--- src/rtl/wedfr_pkg.sv ---
// Shared types, constants and the moving-average step for the weight filter.
// No dependencies; used by the cell, the top level and the bench.
`default_nettype none
package wedfr_pkg;

  localparam int unsigned RingDepthDef = 32;
  localparam int unsigned CfgIdxW      = 3;
  localparam int unsigned CfgDataW     = 32;
  localparam int unsigned NumW         = 43;  // |diff| * 1000 + span / 2
  localparam int unsigned DivSteps     = NumW;
  localparam int unsigned DivCntW      = $clog2(DivSteps);

  // Register indexes
  typedef enum logic [CfgIdxW-1:0] {
    CFG_WEIGHT_ALPHA  = 3'd0,
    CFG_DEADBAND      = 3'd1,
    CFG_RATE_WINDOW   = 3'd2,
    CFG_RATE_ALPHA    = 3'd3,
    CFG_JUMP_LIMIT    = 3'd4,
    CFG_RATE_INTERVAL = 3'd5,
    CFG_MIN_SPAN      = 3'd6,
    CFG_UNUSED        = 3'd7
  } cfg_idx_e;

  localparam logic [16:0] WeightAlphaRst  = 17'd16384;
  localparam logic [30:0] DeadbandRst     = 31'd13;
  localparam logic [31:0] RateWindowRst   = 32'd1000;
  localparam logic [16:0] RateAlphaRst    = 17'd13107;
  localparam logic [30:0] JumpLimitRst    = 31'd1280;
  localparam logic [31:0] RateIntervalRst = 32'd200;
  localparam logic [31:0] MinSpanRst      = 32'd200;
  localparam logic [16:0] AlphaOne        = 17'd65536;

  typedef enum logic [2:0] {
    ST_IDLE, ST_WEIGHT, ST_HOLD, ST_SCAN, ST_MUL, ST_DIV, ST_RATE, ST_DONE
  } state_e;

  // Control of the ring of cells
  typedef struct packed {
    logic en;    // cells load this cycle
    logic push;  // 1: shift in a new entry, 0: rotate towards cell 0
  } chain_ctl_t;

  // One average step: old + round(delta * alpha / 65536), halves away from zero
  function automatic logic signed [31:0] ema_step(input logic signed [31:0] old,
                                                  input logic signed [31:0] target,
                                                  input logic [16:0] alpha);
    logic [16:0]        a;
    logic signed [32:0] delta;
    logic [32:0]        mag;
    logic [49:0]        prod;
    logic [33:0]        q;
    logic [34:0]        res;
    a     = (alpha > AlphaOne) ? AlphaOne : alpha;
    delta = 33'(target) - 33'(old);
    mag   = delta[32] ? 33'(-delta) : 33'(delta);
    prod  = 50'(mag) * 50'(a);
    q     = 34'((prod + 50'd32768) >> 16);
    res   = delta[32] ? (35'(old) - 35'(q)) : (35'(old) + 35'(q));
    return signed'(res[31:0]);
  endfunction

endpackage
`default_nettype wire

--- src/rtl/wedfr_cell.sv ---
// One cell of the sample ring: holds an average and its timestamp.
// Depends on wedfr_pkg for the chain control struct.
`default_nettype none
module wedfr_cell (
  input  wire                      clk_i,
  input  wedfr_pkg::chain_ctl_t    ctl_i,
  input  wire logic signed [31:0]  push_w_i,  // from the newer neighbour
  input  wire logic [31:0]         push_t_i,
  input  wire logic signed [31:0]  rot_w_i,   // from the older neighbour
  input  wire logic [31:0]         rot_t_i,
  output logic signed [31:0]       w_o,
  output logic [31:0]              t_o
);
  import wedfr_pkg::*;

  logic signed [31:0] w_q;
  logic [31:0]        t_q;

  // Payload only, no reset
  always_ff @(posedge clk_i) begin
    if (ctl_i.en) begin
      w_q <= ctl_i.push ? push_w_i : rot_w_i;
      t_q <= ctl_i.push ? push_t_i : rot_t_i;
    end
  end

  assign w_o = w_q;
  assign t_o = t_q;
endmodule
`default_nettype wire

--- config.mk ---
export PLATFORM = sky130hd
export DESIGN_NAME = wedfr_cell
export DESIGN_NICKNAME = d
export VERILOG_FILES = /design/src/rtl/wedfr_pkg.sv /design/src/rtl/wedfr_cell.sv
export SDC_FILE = /design/constraint.sdc
export NUM_CORES = 1
export LEC_CHECK = 0
export ABC_AREA = 1
export BUFFER_PORTS_ARGS = -buffer_cell sky130_fd_sc_hd__buf_2
export CAP_MARGIN = 20
export CORE_MARGIN = 3
export CORE_UTILIZATION = 40
export CTS_BUF_LIST = sky130_fd_sc_hd__clkbuf_4 sky130_fd_sc_hd__clkbuf_8
export CTS_CLUSTER_SIZE = 16
export DETAILED_ROUTE_END_ITERATION = 10
export GPL_ROUTABILITY_DRIVEN = 0
export PLACE_DENSITY = 0.76
export REMOVE_ABC_BUFFERS = 1
export SYNTH_ARGS = -nofsm -noshare
export SYNTH_HDL_FRONTEND = slang
export SYNTH_SLANG_ARGS = --single-unit
--- constraint.sdc ---
create_clock -name clk_i -period 1.06 [get_ports clk_i]
set_input_delay 0.318 -clock clk_i [delete_from_list [all_inputs] [get_ports clk_i]]
set_output_delay 0.318 -clock clk_i [all_outputs]
set_load 0.005 [all_outputs]
==> flow_summary.ini, run 1 <==
[status]
outcome = finished with violations
violations = setup timing

[drt]
wl_um = 6870
wl_per_cell_um = 12.5
vias_per_cell = 4.50
wl_met1_um = 2460
routed-via-count = 2468
drtAntennaViolNets = 0
top_layer = met4
wl_met3_um = 603
drt_iter0_markers = 88
drtPass1Iterations = 4
drc_errors = 0
met2WireLength_um = 3650

[pwr]
power_leakage_uw = 0.00209
powerDensity_nw_per_um2 = 1410
irDropWorstVdd_uv = 844

[place]
port-buffer-count = 194
dp.cells = 534
place_hpwl_um = 5450
dp_slack_ps = -61.6
place_area_um2 = 3830

[clock_network]
cts_tree = built
h-tree-depth = 3
clkSlewWorstSetupHoldPaths_ps = 70
cts_inserted_buffers = 9
cts_sinks = 64
post_cts_buffers = 0
cts_max_path_buffers = 2
root_buffer = clkbuf_8

[critical_path]
worstSetupStartpointType = flop
crit_start = w_o[18]
worstPathArrival_ps = 840
endpoint_kind = primary output
crit_type = flop to primary output
crit_chain = buf_2
slowest_stage = edfxtp_1
endpoint = w_o[18]
cp_max_fo = 1
worstPathRequired_ps = 740
cp_num_buf_inv = 1
path_delay_family = flip-flops
cp.depth = 1
slowest_delay_ps = 380

[synthesis]
ys_ff_latch = 64
synth_warnings = 0
synth_area_um2 = 2770
ys_seq_area_frac = 0.695
synth_cells = 270
avgSynthCellArea_um2 = 10.2
ys_types = 6

[floorplan]
coreArea_um2 = 6530
ios = 195
die-height_um = 89.2
die_x_um = 89.2
initial_core_util = 0.424
fp-row-count = 29
dieArea_um2 = 7950

[timing]
drv_slew = 0
worst_pin_slew_ps = 184
period_share = 1.09
fmax_mhz = 865
fin_crit_ps = 1160
tns_ps = -4400
rsz0062_at_grt = true
worst_slack_ps = -95.5
slew_headroom = 0.877
hold_viol_final = 0
setup_violations = 64
timing.hold.ws_ps = 258

[finish]
syn_to_final_growth_pct = 44.1
final_cell_area_um2 = 3990
fin_cells = 549
drive_above_1_share = 0.449
antenna_cells = 0
nets = 599

[global_route]
antenna_found_initial = 0
grt_pass1_wl_um = 9720
grt-ovfl-total = 0
gr-usage-all-layers = 0.166
grt_pass1_vias = 2235
grt_max_degree = 37

[worst_hold_path]
hold_class = primary input to flop

[job]
cap_violations = 0
## Yosys cell counts
cell type / count / area (um2)
nand2_1: 192 / 721
edfxtp_1: 64 / 1920
buf_2: 6 / 30.0
clkbuf_8: 6 / 82.6
buf_4: 1 / 7.51
inv_2: 1 / 3.75
## worst min path at each step
stage                            from      end  depth (start not counted)
after global routing      rot_t_i[31]  t_o[31]                          3
final                      rot_t_i[6]   t_o[6]                          3
after floorplan              ctl_i[1]   t_o[0]                          0
after CTS                  rot_t_i[6]   t_o[6]                          3
after global placement    rot_w_i[24]  w_o[24]                          3
after detailed placement  rot_w_i[30]  w_o[30]                          3
## through the flow
| stage | utilization | total power, uW |
|---|---|---|
| after floorplan | - | 3400 |
| after global placement | 0.587 | 4010 |
| after detailed placement | 0.587 | 4040 |
| after CTS | 0.610 | 5710 |
| after global routing | 0.610 | 5940 |
| final | 0.610 | 5600 |
## power by group
part / leakage (uW) / total [uW] / switching [uW] / internal, uW
registers: 0.000624 / 3110 / 50.4 / 3060
clock network: 0.0000750 / 1630 / 834 / 797
logic: 0.00139 / 858 / 421 / 437
total: 0.00209 / 5600 / 1310 / 4290
## cell type report
type                            instances  area, um2
Sequential cell                        64       1920
Inverter                                1       3.75
Timing Repair Buffer                  200       1090
Multi-Input combinational cell        192        721
Fill cell                             580       2550
Tap cell                               77       96.3
Clock buffer                            9        124
Clock inverter                          6       27.5
## metal layers
metal / vias up / track usage
met5: - / 0
met4: 0 / 0.0961
met3: 14 / 0.0470
met2: 122 / 0.300
met1: 1072 / 0.169
li1: 1260 / -
## repair_timing
item | in CTS | in global routing
resized for setup | 0 | 0
hold buffers | 0 | 0
setup endpoints to repair | 64 | 64
## registers in the layout (all words and copies together), names as in the netlist
name and flops:
t_o 32, w_o 32
## cell families (layout without fill, tap and decap cells)
| logic type | Yosys count | in the layout | share of synthesized area |
|---|---|---|---|
| and+or+nand+nor | 192 | 192 | 0.261 |
| DFF | 64 | 64 | 0.695 |
| buffers and inverters | 14 | 216 | 0.0448 |
## layout by cell type, fill, tap and decap left out, drive strengths merged
| master | netlist | routed |
|---|---|---|
| clkbuf | 6 | 9 |
| clkinvlp | 0 | 1 |
| inv | 1 | 1 |
| edfxtp | 64 | 64 |
| buf | 7 | 200 |
| nand2 | 192 | 192 |
| clkinv | 0 | 5 |
Power figures use the tool's default switching activity.
==> run 2, diff against run 1 <==
--- a/config.mk
+++ b/config.mk
@@ -8,7 +8,7 @@
 export ABC_AREA = 1
 export BUFFER_PORTS_ARGS = -buffer_cell sky130_fd_sc_hd__buf_2
 export CAP_MARGIN = 20
-export CORE_MARGIN = 3
+export CORE_ASPECT_RATIO = 1.4
 export CORE_UTILIZATION = 40
 export CTS_BUF_LIST = sky130_fd_sc_hd__clkbuf_4 sky130_fd_sc_hd__clkbuf_8
 export CTS_CLUSTER_SIZE = 16
==> run 2 against run 1 <==
Compared with the run above:
- the flow still finishes with violations (setup timing)
- global-route usage up 3.3 points
- sequential share of layout area down 0.45 points
- power up 2.2%
==> flow_summary.ini, run 2 (synthesis results as in run 1) <==
[floorplan]
initial_core_util = 0.418
coreArea_um2 = 6610
die-height_um = 100
dieArea_um2 = 7260
ios = 195
die_x_um = 72.3
fp-row-count = 35

[timing]
fin_crit_ps = 1200
worst_pin_slew_ps = 256
slew_headroom = 0.830
setup_violations = 64
period_share = 1.13
hold_viol_final = 0
rsz0062_at_grt = true
drv_slew = 0
tns_ps = -5660
worst_slack_ps = -137
fmax_mhz = 835

[critical_path]
worstSetupStartpointType = flop
slowest_delay_ps = 400
crit_type = flop to primary output
cp_num_buf_inv = 1
path_delay_family = flip-flops
worstPathRequired_ps = 740
endpoint_kind = primary output
cp.depth = 1
endpoint = w_o[0]
worstPathArrival_ps = 880
slowest_stage = edfxtp_1
crit_start = w_o[0]
crit_chain = buf_2
cp_max_fo = 1

[clock_network]
root_buffer = clkbuf_8
cts_resized = 0
cts-hold-fix-buffers = 0
post_cts_buffers = 0
cts_sinks = 64
clkSlewWorstSetupHoldPaths_ps = 70
cts_max_path_buffers = 2
h-tree-depth = 3
cts_inserted_buffers = 9
cts_tree = built

[pwr]
powerDensity_nw_per_um2 = 1420
irDropWorstVdd_uv = 882
power_leakage_uw = 0.00210

[finish]
antenna_cells = 0
drive_above_1_share = 0.458
syn_to_final_growth_pct = 45.4
utilization = 0.608
mostFrequentLayoutCell = buf_2
mostFrequentLayoutCells = buf_2 (194), nand2_1 (192), edfxtp_1 (64), clkbuf_8 (9), buf_12 (6)
nets = 600
final_cell_area_um2 = 4020

[global_route]
grtUsageMet3 = 0.0472
grt_max_degree = 40
grt_pass1_wl_um = 10600
busiest_layer = met2
met1_usage = 0.210
gr-usage-all-layers = 0.198
use_met2 = 0.352
grt_pass1_vias = 2377
antenna_found_initial = 0
grt-ovfl-total = 0

[drt]
drt_iter0_markers = 85
drtAntennaViolNets = 0
drc_errors = 0
routed-via-count = 2533
drtPass1Iterations = 4
vias_per_cell = 4.48
wl_per_cell_um = 12.5
wl_um = 7090

[worst_hold_path]
hold_class = primary input to flop

[job]
cap_violations = 0

[place]
port-buffer-count = 194
dp_slack_ps = -47.8
place_area_um2 = 3860
place_hpwl_um = 5370

[status]
violations = setup timing
outcome = finished with violations
## run 2: per-stage QoR
step           power (uW)  hold WS, ps  std cells
2_1_floorplan        3400          430        257
3_3_place_gp         4000          580        550
3_5_place_dp         4040          586        550
4_1_cts              5780          223        566
5_1_grt              5970          235        566
6_report             5720          237        566
## run 2: worst min-delay path: cells and delay by family
kind / cells / cell delay (ps)
simple gates: 2 / 80
buf+inv: 1 / 70
## run 2: power by group
| part | internal, uW | switching [uW] |
|---|---|---|
| clock | 821 | 926 |
| combinational | 439 | 425 |
| sequential | 3060 | 52.8 |
| total | 4320 | 1400 |
## run 2: layout make-up
type                       instances  area [um2]
tap                               92         115
inverter                           1        3.75
fill                             561        2590
multi-input combinational        192         721
clock inverter                     7        38.8
clock buffer                       9         124
sequential                        64        1920
timing repair buffer             201        1100
## run 2: per-layer routing
metal / wire (um) / share of wire
met4: 216 / 0.030
met3: 413 / 0.058
met2: 3860 / 0.54
met1: 2600 / 0.37
met5: 0 / 0
## run 2: worst min-delay path by stage
stage / from / end / slack [ps] / depth (start not counted)
6_report: rot_t_i[17] / t_o[17] / 240 / 3
5_1_grt: rot_t_i[17] / t_o[17] / 230 / 3
4_1_cts: rot_t_i[17] / t_o[17] / 220 / 3
3_5_place_dp: rot_w_i[1] / w_o[1] / 590 / 3
3_3_place_gp: rot_t_i[29] / t_o[29] / 580 / 3
2_1_floorplan: ctl_i[1] / t_o[0] / 430 / 0
==> run 3, diff against run 2 <==
--- a/config.mk
+++ b/config.mk
@@ -6,15 +6,15 @@
 export NUM_CORES = 1
 export LEC_CHECK = 0
 export ABC_AREA = 1
-export BUFFER_PORTS_ARGS = -buffer_cell sky130_fd_sc_hd__buf_2
 export CAP_MARGIN = 20
 export CORE_ASPECT_RATIO = 1.4
 export CORE_UTILIZATION = 40
 export CTS_BUF_LIST = sky130_fd_sc_hd__clkbuf_4 sky130_fd_sc_hd__clkbuf_8
 export CTS_CLUSTER_SIZE = 16
 export DETAILED_ROUTE_END_ITERATION = 10
+export DONT_BUFFER_PORTS = 1
 export GPL_ROUTABILITY_DRIVEN = 0
-export PLACE_DENSITY = 0.76
+export PLACE_DENSITY = 0.52
 export REMOVE_ABC_BUFFERS = 1
 export SYNTH_ARGS = -nofsm -noshare
 export SYNTH_HDL_FRONTEND = slang
==> run 3 against run 2 <==
Compared with the run above:
- the run still ends with setup timing left
- routed wire length is 24% lower
- global-route usage is 4.7 points lower
- sequential power up 3%
- via count is 30% lower
- critical path type unchanged
- critical endpoint is now t_o[17]
- highest routed layer unchanged
==> flow_summary.ini, run 3 (synthesis results as in run 1) <==
[clock_network]
h-tree-depth = 3
cts_sinks = 64
cts_max_path_buffers = 2
cts_tree = built
cts_inserted_buffers = 9
post_cts_buffers = 0
cts-hold-fix-buffers = 0
clkSlewWorstSetupHoldPaths_ps = 70
root_buffer = clkbuf_8

[status]
violations = setup timing
outcome = finished with violations

[timing]
drv_slew = 0
tns_ps = -28.0
rsz0062_at_grt = true
hold_viol_final = 0
slew_headroom = 0.848
fmax_mhz = 931
worst_pin_slew_ps = 229
fin_crit_ps = 1070
setup_violations = 5
worst_slack_ps = -13.7
period_share = 1.01

[drt]
wl_per_cell_um = 14.8
vias_per_cell = 4.85
drc_errors = 0
routed-via-count = 1781
drtPass1Iterations = 4
drt_iter0_markers = 83
wl_um = 5410
drtAntennaViolNets = 0

[global_route]
gr-usage-all-layers = 0.151
grt_pass1_vias = 1662
grt-ovfl-total = 0
grt_pass1_wl_um = 7960
grt_max_degree = 66
antenna_found_initial = 0

[place]
place_area_um2 = 2790
dp_slack_ps = 104
dp.cells = 351
port-buffer-count = 0
place_hpwl_um = 3660

[critical_path]
cp_max_fo = 1
worstSetupStartpointType = flop
endpoint_kind = primary output
worstPathArrival_ps = 760
worstPathRequired_ps = 740
crit_type = flop to primary output

[finish]
mostFrequentLayoutCells = nand2_1 (192), edfxtp_1 (64), clkbuf_8 (9), clkbuf_4 (3), bufinv_16 (2)
syn_to_final_growth_pct = 8.59
final_cell_area_um2 = 3000
fin_cells = 367
antenna_cells = 0
utilization = 0.454
nets = 401
drive_above_1_share = 0.0655
mostFrequentLayoutCell = nand2_1

[floorplan]
fp-row-count = 35
dieArea_um2 = 7260
ios = 195
initial_core_util = 0.418
coreArea_um2 = 6610
die_x_um = 72.3
die-height_um = 100

[pwr]
power_leakage_uw = 0.00132
powerDensity_nw_per_um2 = 1890
irDropWorstVdd_uv = 762

[worst_hold_path]
hold_class = primary input to flop

[job]
cap_violations = 0
==> run 3: final timing paths <==
kind,start,to,slack (ps),cells past startpoint
max,t_o[17],t_o[17],-10,0
min,ctl_i[1],t_o[15],100,0
==> run 3: repair_timing <==
item,4_1_cts,5_1_grt
cloned,0,0
setup endpoints to repair,44,62
gates resized for setup,0,0
pin swaps,0,0
==> run 3: per-layer routing <==
layer  share of wire  up-vias  GRT usage
met1            0.36      789      0.155
li1                -      864          -
met3           0.092       16     0.0653
met2            0.52      112      0.245
met4           0.037        0      0.103
met5               0        -          0
==> run 3: cell type report <==
type                       instances  area, um2
inverter                           1       3.75
multi-input combinational        192        721
clock inverter                     4       68.8
sequential                        64       1920
timing repair buffer               2       27.5
clock buffer                      12        146
tap                               92        115
fill                             642       3610
==> run 3: through the flow <==
| step | total power, uW | hold slack, ps |
|---|---|---|
| floorplan | 3400 | 430 |
| global placement | 3500 | 434 |
| detailed placement | 3510 | 435 |
| CTS | 5760 | 77.3 |
| global route | 5920 | 69.9 |
| finish | 5680 | 98.8 |
==> run 3: power by group <==
group,total (uW),leakage [uW],switching (uW),internal [uW]
clock network,2240,0.000112,852,1390
logic,238,0.000582,139,99.3
registers,3200,0.000624,130,3070
